$ cat config.mk
export PLATFORM = sky130hd
export DESIGN_NAME = remote_console_link_controller_flat
export DESIGN_NICKNAME = d
export VERILOG_FILES = /design/src/hdl/rclc_pkg.sv /design/src/hdl/rclc_req_if.sv /design/src/hdl/rclc_rsp_if.sv /design/src/hdl/rclc_ram.sv /design/src/hdl/remote_console_link_controller.sv /design/src/flat_wrapper.sv
export SDC_FILE = /design/constraint.sdc
export NUM_CORES = 2
export LEC_CHECK = 0
export BUFFER_PORTS_ARGS = -buffer_cell sky130_fd_sc_hd__buf_4
export CAP_MARGIN = 20
export CORE_ASPECT_RATIO = 1.75
export CORE_MARGIN = 1.5
export CORE_UTILIZATION = 35
export CTS_BUF_LIST = sky130_fd_sc_hd__clkbuf_2 sky130_fd_sc_hd__clkbuf_4 sky130_fd_sc_hd__clkbuf_8
export DETAILED_ROUTE_END_ITERATION = 7
export RECOVER_POWER = 25
export SYNTH_ARGS = -nofsm -noshare
export SYNTH_HDL_FRONTEND = slang
export SYNTH_SLANG_ARGS = --single-unit
$ cat constraint.sdc
create_clock -name clock -period 12.8 [get_ports clock]
set_clock_uncertainty 0.05 [all_clocks]
set_input_delay 2.56 -clock clock [delete_from_list [all_inputs] [get_ports clock]]
set_output_delay 2.56 -clock clock [all_outputs]
set_load 0.02 [all_outputs]
$ cat src/hdl/rclc_pkg.sv
package rclc_pkg;

   // Fragment table geometry. The table is indexed by the low bits of the
   // sequence number, so the entry count must be a power of two.
   localparam int SEQ_ENTRIES = 256;
   localparam int SLOT_WIDTH  = $clog2(SEQ_ENTRIES);

   localparam int COUNT_WIDTH = 8;
   localparam int SECS_WIDTH  = 8;
   localparam int LEN_WIDTH   = 12;
   localparam int BYTE_WIDTH  = 8;

   // Configuration port geometry.
   localparam int CSR_DATA_WIDTH = 32;
   localparam int CSR_ADDR_WIDTH = 3;

   localparam logic REG_KEEPALIVE = 1'b0;
   localparam logic REG_RECONNECT = 1'b1;

   localparam logic [SECS_WIDTH-1:0] KEEPALIVE_RESET = 8'd30;
   localparam logic [SECS_WIDTH-1:0] RECONNECT_RESET = 8'd45;
   localparam logic [SECS_WIDTH-1:0] IDLE_SATURATED  = 8'hFF;

   // A fragment header needs more than this many bytes in the datagram.
   localparam logic [LEN_WIDTH-1:0] FRAGMENT_MIN_LEN = 12'd9;

   localparam logic [BYTE_WIDTH-1:0] LOGIN_STATUS_OK = 8'h01;
   localparam logic [BYTE_WIDTH-1:0] MARKER_MULTIPART = 8'h00;

   typedef enum logic [1:0] {
      MODE_DATAGRAM = 2'd0,
      MODE_TIMEOUT  = 2'd1,
      MODE_TICK     = 2'd2,
      MODE_UNUSED   = 2'd3
   } mode_type;

   typedef enum logic [BYTE_WIDTH-1:0] {
      PKT_LOGIN   = 8'h00,
      PKT_COMMAND = 8'h01,
      PKT_MESSAGE = 8'h02
   } packet_type_type;

   typedef enum logic [3:0] {
      ACT_NONE         = 4'd0,
      ACT_LOGIN_OK     = 4'd1,
      ACT_LOGIN_REJECT = 4'd2,
      ACT_CMD_ACK      = 4'd3,
      ACT_FRAGMENT     = 4'd4,
      ACT_COMPLETE     = 4'd5,
      ACT_CHAT_ACK     = 4'd6,
      ACT_KEEPALIVE    = 4'd7,
      ACT_RECONNECT    = 4'd8
   } action_type;

   typedef enum logic {
      ST_IDLE = 1'b0,
      ST_EXEC = 1'b1
   } ctrl_state_type;

endpackage

$ cat src/hdl/rclc_req_if.sv
interface rclc_req_if;
   import rclc_pkg::*;

   logic                  valid;
   logic                  ready;
   logic [1:0]            mode;
   logic [BYTE_WIDTH-1:0] packet_type;
   logic [BYTE_WIDTH-1:0] status_or_seq;
   logic [BYTE_WIDTH-1:0] marker_byte;
   logic [BYTE_WIDTH-1:0] parts_total;
   logic [BYTE_WIDTH-1:0] part_index;
   logic [LEN_WIDTH-1:0]  datagram_length;

   modport source (
      output valid, mode, packet_type, status_or_seq, marker_byte, parts_total,
             part_index, datagram_length,
      input  ready
   );

   modport sink (
      input  valid, mode, packet_type, status_or_seq, marker_byte, parts_total,
             part_index, datagram_length,
      output ready
   );
endinterface

$ cat src/hdl/rclc_rsp_if.sv
interface rclc_rsp_if;
   import rclc_pkg::*;

   logic                  valid;
   logic                  ready;
   logic [3:0]            action;
   logic [BYTE_WIDTH-1:0] ack_seq;
   logic                  link_up;

   modport source (
      output valid, action, ack_seq, link_up,
      input  ready
   );

   modport sink (
      input  valid, action, ack_seq, link_up,
      output ready
   );
endinterface

$ cat src/hdl/rclc_ram.sv
module rclc_ram #(
   parameter int WIDTH = 8,
   parameter int DEPTH = 256
) (
   input  logic                     clock,
   input  logic                     wr_en,
   input  logic [$clog2(DEPTH)-1:0] wr_addr,
   input  logic [WIDTH-1:0]         wr_data,
   input  logic                     rd_en,
   input  logic [$clog2(DEPTH)-1:0] rd_addr,
   output logic [WIDTH-1:0]         rd_data
);

   logic [WIDTH-1:0] mem_ff [DEPTH];
   logic [WIDTH-1:0] rd_data_ff;

   always_ff @(posedge clock) begin
      if (wr_en) begin
         mem_ff[wr_addr] <= wr_data;
      end
      if (rd_en) begin
         rd_data_ff <= mem_ff[rd_addr];
      end
   end

   assign rd_data = rd_data_ff;

endmodule

$ cat src/hdl/remote_console_link_controller.sv
// Client-side controller for a UDP remote-console link. Each word on the
// request channel is one event: the classified header of a received datagram,
// a receive timeout, or a one-second tick. For every accepted word the block
// returns exactly one word on the response channel carrying the chosen action
// (login ok or rejected, command ack, fragment stored, multipart complete,
// chat ack, keepalive, reconnect, or none), the sequence number to echo, and
// the logged-in flag after the event. Each event is evaluated in an accept
// step and a commit step: the accepting edge starts a read of the
// fragment-count memory, and the commit edge evaluates the event, writes the
// count back and loads the response register. That memory has a single,
// registered read port; a held response delays the evaluate step until it is
// taken, and no new word is accepted until the previous one has committed. The
// keepalive and reconnect thresholds sit at byte addresses 0 and 4 of the
// configuration port, reset to 30 and 45 seconds, and should only be written while no event is in flight.
module remote_console_link_controller (
   input  logic                                  clock,
   input  logic                                  reset,
   rclc_req_if.sink                              req_chan,
   rclc_rsp_if.source                            rsp_chan,
   input  logic                                  psel,
   input  logic                                  penable,
   input  logic                                  pwrite,
   input  logic [rclc_pkg::CSR_ADDR_WIDTH-1:0]   paddr,
   input  logic [rclc_pkg::CSR_DATA_WIDTH-1:0]   pwdata,
   output logic [rclc_pkg::CSR_DATA_WIDTH-1:0]   prdata,
   output logic                                  pready
);
   import rclc_pkg::*;

   // Configuration registers.
   logic [SECS_WIDTH-1:0] keepalive_ff, keepalive_in;
   logic [SECS_WIDTH-1:0] reconnect_ff, reconnect_in;
   logic                  csr_write;
   logic                  csr_index;

   // Control state.
   ctrl_state_type state_ff, state_in;
   logic           link_ff, link_in;
   logic [SECS_WIDTH-1:0]  idle_ff, idle_in;
   logic [SEQ_ENTRIES-1:0] active_ff, active_in;

   // The accepted event is held here while the memory read completes.
   logic [1:0]             mode_ff;
   logic [BYTE_WIDTH-1:0]  ptype_ff;
   logic [BYTE_WIDTH-1:0]  seq_ff;
   logic [BYTE_WIDTH-1:0]  marker_ff;
   logic [BYTE_WIDTH-1:0]  total_ff;
   logic [LEN_WIDTH-1:0]   len_ff;

   // Response register.
   logic                   out_valid_ff, out_valid_in;
   action_type             out_action_ff, out_action_in;
   logic [BYTE_WIDTH-1:0]  out_ack_ff, out_ack_in;
   logic                   out_link_ff;

   // Handshake and datapath signals.
   logic                   accept;
   logic                   commit;
   logic [SLOT_WIDTH-1:0]  slot;
   logic                   slot_active;
   logic [COUNT_WIDTH-1:0] count_rd;
   logic [COUNT_WIDTH-1:0] count_new;
   logic                   count_wr;
   logic                   multipart;
   logic                   complete;

   //------------------------------------------------------------------
   // Configuration port. Writes complete in the access phase; pready is
   // tied high so no access is ever extended by wait states.
   //------------------------------------------------------------------
   assign pready    = 1'b1;
   assign csr_write = psel && penable && pwrite && pready;
   assign csr_index = paddr[CSR_ADDR_WIDTH-1];

   always_comb begin
      keepalive_in = keepalive_ff;
      reconnect_in = reconnect_ff;
      if (csr_write) begin
         unique case (csr_index)
            REG_KEEPALIVE: keepalive_in = pwdata[SECS_WIDTH-1:0];
            REG_RECONNECT: reconnect_in = pwdata[SECS_WIDTH-1:0];
            default:       keepalive_in = keepalive_ff;
         endcase
      end
   end

   always_comb begin
      unique case (csr_index)
         REG_KEEPALIVE: prdata = {{(CSR_DATA_WIDTH-SECS_WIDTH){1'b0}}, keepalive_ff};
         REG_RECONNECT: prdata = {{(CSR_DATA_WIDTH-SECS_WIDTH){1'b0}}, reconnect_ff};
         default:       prdata = '0;
      endcase
   end

   //------------------------------------------------------------------
   // Handshakes. Only one event is in flight at a time, so a memory write
   // always lands before the next read of any entry and no forwarding path
   // is needed.
   //------------------------------------------------------------------
   assign accept = req_chan.valid && req_chan.ready;
   assign commit = (state_ff == ST_EXEC) && (!out_valid_ff || rsp_chan.ready);

   always_comb begin
      unique case (state_ff)
         ST_IDLE: state_in = accept ? ST_EXEC : ST_IDLE;
         ST_EXEC: state_in = commit ? ST_IDLE : ST_EXEC;
         default: state_in = ST_IDLE;
      endcase
   end

   // No word is taken while reset is held, since it would be dropped.
   always_comb begin
      unique case (state_ff)
         ST_IDLE: req_chan.ready = !reset;
         ST_EXEC: req_chan.ready = 1'b0;
         default: req_chan.ready = 1'b0;
      endcase
   end

   //------------------------------------------------------------------
   // Fragment table. Counts live in the memory; the valid bits live in
   // flip-flops so that reset clears every sequence at once. A count is
   // only ever used while its valid bit is set; otherwise counting restarts at one.
   //------------------------------------------------------------------
   assign slot        = seq_ff[SLOT_WIDTH-1:0];
   assign slot_active = active_ff[slot];

   rclc_ram #(
      .WIDTH (COUNT_WIDTH),
      .DEPTH (SEQ_ENTRIES)
   ) u_count_ram (
      .clock   (clock),
      .wr_en   (count_wr),
      .wr_addr (slot),
      .wr_data (count_new),
      .rd_en   (accept),
      .rd_addr (req_chan.status_or_seq[SLOT_WIDTH-1:0]),
      .rd_data (count_rd)
   );

   assign multipart = (marker_ff == MARKER_MULTIPART) && (len_ff > FRAGMENT_MIN_LEN);
   assign count_new = slot_active ? count_rd + COUNT_WIDTH'(1) : COUNT_WIDTH'(1);
   assign complete  = (count_new == total_ff);

   //------------------------------------------------------------------
   // Event evaluation. The evaluation block below takes effect only on the
   // commit edge, when the response register is free to take the result.
   //------------------------------------------------------------------
   always_comb begin
      link_in       = link_ff;
      idle_in       = idle_ff;
      active_in     = active_ff;
      count_wr      = 1'b0;
      out_action_in = ACT_NONE;
      out_ack_in    = '0;

      if (commit) begin
         unique case (mode_ff)
            MODE_DATAGRAM: begin
               unique case (ptype_ff)
                  PKT_LOGIN: begin
                     if (seq_ff == LOGIN_STATUS_OK) begin
                        link_in       = 1'b1;
                        idle_in       = '0;
                        out_action_in = ACT_LOGIN_OK;
                     end else begin
                        link_in       = 1'b0;
                        out_action_in = ACT_LOGIN_REJECT;
                     end
                  end
                  PKT_COMMAND: begin
                     // Replies that arrive while logged out are dropped.
                     if (link_ff) begin
                        idle_in = '0;
                        if (!multipart) begin
                           out_action_in = ACT_CMD_ACK;
                        end else begin
                           count_wr = 1'b1;
                           // A message whose count reaches its total frees
                           // the entry; this includes a single-part message.
                           active_in[slot] = !complete;
                           if (complete) begin
                              out_action_in = ACT_COMPLETE;
                              out_ack_in    = seq_ff;
                           end else begin
                              out_action_in = ACT_FRAGMENT;
                           end
                        end
                     end
                  end
                  PKT_MESSAGE: begin
                     idle_in = '0;
                     // A server message while logged out restores the link
                     // silently; otherwise it is acknowledged.
                     if (!link_ff) begin
                        link_in = 1'b1;
                     end else begin
                        out_action_in = ACT_CHAT_ACK;
                        out_ack_in    = seq_ff;
                     end
                  end
                  default: out_action_in = ACT_NONE;
               endcase
            end
            MODE_TIMEOUT: begin
               // Reconnect takes precedence over keepalive.
               priority if (idle_ff >= reconnect_ff) begin
                  idle_in       = '0;
                  link_in       = 1'b0;
                  out_action_in = ACT_RECONNECT;
               end else if (idle_ff >= keepalive_ff) begin
                  idle_in       = '0;
                  out_action_in = ACT_KEEPALIVE;
               end else begin
                  out_action_in = ACT_NONE;
               end
            end
            MODE_TICK: begin
               if (idle_ff != IDLE_SATURATED) begin
                  idle_in = idle_ff + SECS_WIDTH'(1);
               end
            end
            default: out_action_in = ACT_NONE;
         endcase
      end
   end

   always_comb begin
      if (commit) begin
         out_valid_in = 1'b1;
      end else if (rsp_chan.ready) begin
         out_valid_in = 1'b0;
      end else begin
         out_valid_in = out_valid_ff;
      end
   end

   //------------------------------------------------------------------
   // Registers.
   //------------------------------------------------------------------
   always_ff @(posedge clock) begin
      if (reset) begin
         keepalive_ff <= KEEPALIVE_RESET;
         reconnect_ff <= RECONNECT_RESET;
         state_ff     <= ST_IDLE;
         link_ff      <= 1'b0;
         idle_ff      <= '0;
         active_ff    <= '0;
         out_valid_ff <= 1'b0;
      end else begin
         keepalive_ff <= keepalive_in;
         reconnect_ff <= reconnect_in;
         state_ff     <= state_in;
         link_ff      <= link_in;
         idle_ff      <= idle_in;
         active_ff    <= active_in;
         out_valid_ff <= out_valid_in;
      end
   end

   always_ff @(posedge clock) begin
      if (accept) begin
         mode_ff   <= req_chan.mode;
         ptype_ff  <= req_chan.packet_type;
         seq_ff    <= req_chan.status_or_seq;
         marker_ff <= req_chan.marker_byte;
         total_ff  <= req_chan.parts_total;
         len_ff    <= req_chan.datagram_length;
      end
      if (commit) begin
         out_action_ff <= out_action_in;
         out_ack_ff    <= out_ack_in;
         out_link_ff   <= link_in;
      end
   end

   assign rsp_chan.valid   = out_valid_ff;
   assign rsp_chan.action  = out_action_ff;
   assign rsp_chan.ack_seq = out_ack_ff;
   assign rsp_chan.link_up = out_link_ff;

endmodule

$ cat src/flat_wrapper.sv
// flat-port wrapper written by rule: the top's interface ports become plain ports
module remote_console_link_controller_flat import rclc_pkg::*;
  (clock, reset, psel, penable, pwrite, paddr, pwdata, prdata, pready, req_chan_valid, req_chan_mode, req_chan_packet_type, req_chan_status_or_seq, req_chan_marker_byte, req_chan_parts_total, req_chan_part_index, req_chan_datagram_length, req_chan_ready, rsp_chan_valid, rsp_chan_action, rsp_chan_ack_seq, rsp_chan_link_up, rsp_chan_ready);
  rclc_req_if req_chan_i ();
  rclc_rsp_if rsp_chan_i ();
  input  logic clock;
  input  logic reset;
  input  logic psel;
  input  logic penable;
  input  logic pwrite;
  input  logic [rclc_pkg::CSR_ADDR_WIDTH-1:0] paddr;
  input  logic [rclc_pkg::CSR_DATA_WIDTH-1:0] pwdata;
  output logic [rclc_pkg::CSR_DATA_WIDTH-1:0] prdata;
  output logic pready;
  input wire logic [$bits(req_chan_i.valid)-1:0] req_chan_valid;
  input wire logic [$bits(req_chan_i.mode)-1:0] req_chan_mode;
  input wire logic [$bits(req_chan_i.packet_type)-1:0] req_chan_packet_type;
  input wire logic [$bits(req_chan_i.status_or_seq)-1:0] req_chan_status_or_seq;
  input wire logic [$bits(req_chan_i.marker_byte)-1:0] req_chan_marker_byte;
  input wire logic [$bits(req_chan_i.parts_total)-1:0] req_chan_parts_total;
  input wire logic [$bits(req_chan_i.part_index)-1:0] req_chan_part_index;
  input wire logic [$bits(req_chan_i.datagram_length)-1:0] req_chan_datagram_length;
  output wire logic [$bits(req_chan_i.ready)-1:0] req_chan_ready;
  output wire logic [$bits(rsp_chan_i.valid)-1:0] rsp_chan_valid;
  output wire logic [$bits(rsp_chan_i.action)-1:0] rsp_chan_action;
  output wire logic [$bits(rsp_chan_i.ack_seq)-1:0] rsp_chan_ack_seq;
  output wire logic [$bits(rsp_chan_i.link_up)-1:0] rsp_chan_link_up;
  input wire logic [$bits(rsp_chan_i.ready)-1:0] rsp_chan_ready;
  assign req_chan_i.valid = req_chan_valid;
  assign req_chan_i.mode = req_chan_mode;
  assign req_chan_i.packet_type = req_chan_packet_type;
  assign req_chan_i.status_or_seq = req_chan_status_or_seq;
  assign req_chan_i.marker_byte = req_chan_marker_byte;
  assign req_chan_i.parts_total = req_chan_parts_total;
  assign req_chan_i.part_index = req_chan_part_index;
  assign req_chan_i.datagram_length = req_chan_datagram_length;
  assign req_chan_ready = req_chan_i.ready;
  assign rsp_chan_valid = rsp_chan_i.valid;
  assign rsp_chan_action = rsp_chan_i.action;
  assign rsp_chan_ack_seq = rsp_chan_i.ack_seq;
  assign rsp_chan_link_up = rsp_chan_i.link_up;
  assign rsp_chan_i.ready = rsp_chan_ready;
  remote_console_link_controller u_core (.clock(clock), .reset(reset), .req_chan(req_chan_i), .rsp_chan(rsp_chan_i), .psel(psel), .penable(penable), .pwrite(pwrite), .paddr(paddr), .pwdata(pwdata), .prdata(prdata), .pready(pready));
endmodule
* After elaboration in Yosys (flattened, before gate mapping) *
Memories as Yosys holds them, arrays and structs flattened. A register that Yosys moved wholly into a read port is not among the register bits.
Cells that the tools add are included.

operators by class
  multiplexer cells = 46
  add/sub/neg operators = 2
  magnitude comparators = 5
  eq/ne operators = 12
  bitwise gates (word level) = 2
  reduce and logical (&&, ||, !) cells = 19

operator list
  kind                 number
  $bwmux 256           1
  $mux 8               10
  $pmux 32 s2          1
  $pmux 8 s3           2
  $mux 1               17
  $add 8x1->8 const B  2
  $eq 8x1->1 const B   2
  $ge 8x8->1           2
  $logic_not 8->1      2
  $pmux 8 s2           1
  $gt 12x4->1 const B  1
  $mux 4               3
  $pmux 4 s3           1
  $lt 8x9->1 const B   1
  $bmux 1 s8           1
  $demux 1 s8          1
  $eq 8x2->1 const B   1
  $eq 8x8->1           1
  $ge 8x1->1 const B   1
  $ne 8x8->1 const B   1
  $pmux 1 s2           4
  $pmux 4 s2           1
  $reduce_and 7->1     1
  $logic_and 1x1->1    6
  16 further kinds     22

storage, ports and cells
  output and inout port bits = 48
  memory bits (writable) = 2,048
  logic and storage cells = 103
  register bits after elaboration = 342
  memories = 1
  bits of input ports = 96

memory list
  name                       words  bits a word  rd ports  clocked after memory_dff  write ports  line            RTL
  u_core.u_count_ram.mem_ff  256    8            1         1                         1            rclc_ram.sv:14  logic [WIDTH-1:0] mem_ff [DEPTH];

* Depth between registers and ports, before layout *
  word-level depth = 9
  gate-level depth with buffers = 16
  gate-level depth less buffers = 13

* By module *
Synthesis repeated with hierarchy kept, for this count alone.

unflattened totals
  cell total of the unflattened synthesis = 5,427
  area, all modules = 95,779.4 µm²

modules (own cells, without submodules)
  module                          seq. area each (µm²)  cells an instance  area each (µm²)  instances
  rclc_ram                        61,739.2              3,733              79,636.4         1
  remote_console_link_controller  7,407.1               1,694              16,143.0         1

* Least setup slack after synthesis *
No wires, ideal clock.

  path type = register -> register
  from = register u_core.seq_ff[0]
  to = memory u_core.u_count_ram.mem_ff[0][5] (data pin)
  required time = 11,289 ps
  path buffers = 4
  setup slack = 2,922 ps
  period minus slack after synthesis = 9,878 ps
  setup time = 1,461 ps
  cell stages (with the launch flop) = 12
  arrival time = 8,368 ps
  path through = edfxtp_1 buf_2 buf_6 and2_1 clkbuf_1 a221oi_1 nor2_1 nor4_1 nor2_1 a41o_1 buf_2 nor2b_1

between the ends
  cells in the longest elaborated chain, start to end = 3

RTL lines
  what                          line                                   RTL
  from (decl)                   remote_console_link_controller.sv:45   logic [BYTE_WIDTH-1:0] seq_ff;
  from (signal assigned)        remote_console_link_controller.sv:265  seq_ff <= req_chan.status_or_seq;
  $bmux 1 s8                    remote_console_link_controller.sv:126  assign slot_active = active_ff[slot];
  $mux 1 (not written as such)  remote_console_link_controller.sv:126
  $mux 8                        remote_console_link_controller.sv:142  assign count_new = slot_active ? count_rd + COUNT_WIDTH'(1) : COUNT_WIDTH'(1);
  net u_core.count_new[5]       remote_console_link_controller.sv:62   logic [COUNT_WIDTH-1:0] count_new;
  to (decl)                     rclc_ram.sv:14

The timed path passes the listed nets, and every way through them passes these cells. The select of a mux whose other input is x is not followed.

* Worst setup path in the final report *
  from = register u_core.seq_ff[0]
  to = register u_core.active_ff[189]

between the ends
  cells in the longest elaborated chain, start to end = 6
  elaborated cells on any way between the ends = 11
  those cells by class = order compare: 2; eq/ne: 1; mux: 6; reduce/logical: 2

RTL lines
  what                          line                                   RTL
  $bmux 1 s8                    remote_console_link_controller.sv:126
  $mux 1 (not written as such)  remote_console_link_controller.sv:126
  $mux 8                        remote_console_link_controller.sv:142
  $eq 8x8->1                    remote_console_link_controller.sv:143  assign complete = (count_new == total_ff);
  $logic_not 1->1               remote_console_link_controller.sv:181  active_in[slot] = !complete;
  $bwmux 256 *                  remote_console_link_controller.sv:181
  to (signal assigned)          remote_console_link_controller.sv:256  active_ff <= active_in;
  to (decl)                     remote_console_link_controller.sv:40   logic [SEQ_ENTRIES-1:0] active_ff, active_in;

Every way passes the cells marked *; elsewhere a longest branch is shown, timed or not. The select of a mux whose other input is x is not followed.
A chain may end at the register's enable or synchronous reset.

==> impl_metrics.csv <==
group,metric,value,unit
min_path,holdCritStartpoint,"u_core.reconnect_ff[1]",
run_status,violations,"max-capacitance violations, max-slew violations",
sta,final_max_slew_viol_count,555,
final_layout,finalNonFillerCells,8775,
floorplan,die_x,395,um
worst_setup_path,r2r_cells,16,
power,clkPwrFrac,38.4,%
floorplan,initial_core_util,35.2,%
floorplan,fp.dieArea,0.271,mm^2
logic_synthesis,seq_area_frac_synth,73.6,%
floorplan,rows,251,
logic_synthesis,synth_area,0.0939,mm^2
logic_synthesis,synth_area_leaders,"edfxtp_1 (68%), mux4_2 (17%), dfxtp_1 (6.0%)",
placement,dp_cells,8167,
clock_network,cts_max_path_buffers,4,
worst_setup_path,arrival,10250,ps
clock_network,cts-htree-levels,5,
clock_network,root_buffer,"clkbuf_8",
global_routing,grt_util_all_layers,17.2,%
worst_setup_path,worstReg2RegStart,"u_core.seq_ff[0]",
worst_setup_path,worstPathMaxFanout,177,
sta,setup-tns-final,0,ps
final_layout,post-route-util,39.3,%
global_routing,grt_pass1_wl,341,mm
power,power.leakage,32.1,nW
min_path,hold_path_depth,2,
routing,first_pass_iters,5,
flow_run,cap_violations,14,
floorplan,die_h,688,um
sta,hold-worst-slack,436,ps
worst_setup_path,start_kind,"flip-flop",
sta,fin_ws,3240,ps
clock_network,cts_resized,0,
placement,portBuffers,83,
sta,final_hold_viol_count,0,
power,swShare,22.2,%
clock_network,postCtsHoldBufs,0,
logic_synthesis,ys.flop_type,"edfxtp_1",
routing,drt_iter0_markers,3419,
routing,drt-vias-per-instance,5.27,
logic_synthesis,syn_avg_cell_area,19.9,um^2
placement,post-place-ws,5530,ps
power,powerDensity,146,mW/mm^2
worst_setup_path,cpPeakStageDelay,1960,ps
logic_synthesis,yosys.area.top_type,"edfxtp_1",
worst_setup_path,crit_chain,"clkbuf_1, clkbuf_1, and2_0, buf_4, a22oi_1, nand3_1, a41oi_1, a21oi_1, and4_1, a41o_1, o21ai_0, a22o_1, a221oi_4, buf_12, buf_4, a211oi_1",
global_routing,grt_max_degree,178,
global_routing,antenna_found_initial,7,
logic_synthesis,synth.top_cell.area_share,67.6,%
worst_setup_path,slowest_stage,"clkbuf_1",
run_status,status,"finished, violations left",
logic_synthesis,yosys_warnings,0,
routing,drcViolationCount,0,
placement,place_area,0.0986,mm^2
final_layout,drive_above_1_share,25.5,%
power,p_sw,3.40,mW
final_layout,final_area,0.105,mm^2
routing,wire_per_inst,27.0,um
placement,dp_hpwl,150,mm
floorplan,io_pins,144,
clock_network,numClockSinks,2397,
worst_setup_path,cp-startpoint,"u_core.seq_ff[0]",
min_path,min_path_type,"flip-flop to flip-flop",
final_layout,area_growth_syn_to_layout,11.6,%
sta,min_period,9560,ps
sta,max_slew_margin,-239,%
clock_network,cts_tree,"built",
clock_network,clock_latency,980,ps
sta,fin_crit_sh,74.7,%
routing,routed_wl,237,mm
sta,rsz0062_at_grt,"no",
sta,worst_pin_slew,5080,ps
clock_network,clkTransAtPathRegs,70,ps
logic_synthesis,ys_seq_elements,2397,
routing,vias,46200,
placement,gp_congestion,0.827,
routing,ant_nets,0,
final_layout,nNetsFinal,5089,
logic_synthesis,yosys.cell_types.count,61,
logic_synthesis,synth_edf_count,2114,
power,share_comb_of_total_power,5.6,%
global_routing,grt_overflow,0,
logic_synthesis,synth_cells,4726,
worst_setup_path,crit_type,"flip-flop to flip-flop",
logic_synthesis,async_flop_share,0,%
worst_setup_path,worstPathRequired,13490,ps
floorplan,core_area,0.267,mm^2
clock_network,numCtsBuffers,318,
power,finalPower,15.3,mW
power,intPower,11.9,mW
power,pwr-share-seq,56.0,%
global_routing,grt_pass1_vias,48700,
clock_network,post_cts_buffers,0,
worst_setup_path,crit_path_end_kind,"flip-flop",
power,ir_worst_vdd,0.0928,mV
sta,fmax,105,MHz
sta,setup_violations,0,
state kept, by name, indices dropped and copies added, names as in the netlist, 2 cells and up:
name and count:
u_core.u_count_ram.mem_ff 2048, u_core.active_ff 256, u_core.len_ff 11, u_core.idle_ff 8
u_core.keepalive_ff 8, u_core.marker_ff 8, u_core.ptype_ff 8, u_core.reconnect_ff 8
u_core.rsp_chan.ack_seq 8, u_core.seq_ff 8, u_core.total_ff 8, u_core.u_count_ram.rd_data 8
u_core.rsp_chan.action 4, u_core.mode_ff 2
power groups by stage:
stage	combinational (mW)	sequential (mW)	clock [mW]
floorplan	0.510	8.81	0
global placement	0.845	8.77	0
detailed placement	0.866	8.77	0
CTS	0.867	8.60	6.02
global route	0.899	8.60	6.31
finish	0.858	8.60	5.89
metal layers:
metal | vias to the layer above | wire length [um] | global-route usage [%] | share of wire [%]
met4 | 6 | 13700 | 9.64 | 5.8
met1 | 24400 | 80300 | 18.0 | 34
met2 | 1449 | 131000 | 32.5 | 55
met5 | - | 27 | 0 | 0.011
li1 | 19900 | - | - | -
met3 | 439 | 11600 | 2.67 | 4.9
worst max-delay path, delay by kind of cell (launching register included):
| family | cells | cell delay (ps) |
|---|---|---|
| and+or+nand+nor | 3 | 1430 |
| DFF | 1 | 340 |
| buffers and inverters | 5 | 4860 |
| AOI/OAI and AO/OA | 8 | 2420 |
final cells by class:
type	instances	area, um^2
antenna	8	20.0
clock buffer	431	5350
sequential	2397	69100
inverter	25	93.8
fill	24100	162000
multi-input combinational	2016	23300
tap	3542	4430
clock inverter	139	1050
timing repair buffer	217	1390
kinds of logic after synthesis:
group | synth area share (%)
compound gates | 3.10
xor+xnor | 0.103
fa+ha+maj | 0.240
buf+inv | 1.69
flops | 73.6
mux | 17.9
other cells | 0.00800
simple gates | 3.30
cell usage in the layout (no fill, tap or decap), types with 29 or more instances in the layout:
cell,netlist,layout
clkbuf_4,0,124
buf_4,46,69
dfxtp_1,283,283
a22oi_1,37,37
edfxtp_1,2114,2114
a211oi_1,256,256
clkinv_2,0,41
a21oi_1,29,29
clkbuf_1,177,103
mux2i_1,101,101
mux4_2,701,701
clkinv_1,1,71
nor2_1,557,552
nand2_1,81,81
nand3_1,37,37
clkbuf_8,0,338
synthesized netlist by cell type, types with 9 or more instances:
cell / count
buf_6: 18
a31oi_1: 9
nor2b_1: 19
nand2_1: 81
nor2_1: 557
a211oi_1: 256
inv_1: 24
mux4_2: 701
a21oi_1: 29
nor3_1: 19
buf_1: 57
a22oi_1: 37
ha_1: 18
o21ai_0: 26
buf_2: 13
edfxtp_1: 2114
nand3_1: 37
dfxtp_1: 283
buf_4: 46
mux2i_1: 101
clkbuf_1: 177
path summary, 6_finish.rpt:
| path | endpoint | slack [ps] |
|---|---|---|
| min | u_core.reconnect_ff[1] | 440 |
| max reg2reg | u_core.active_ff[189] | 3240 |
| min reg2reg | u_core.reconnect_ff[1] | 440 |
| max | u_core.active_ff[189] | 3240 |
(Power assumes the default switching activity.)
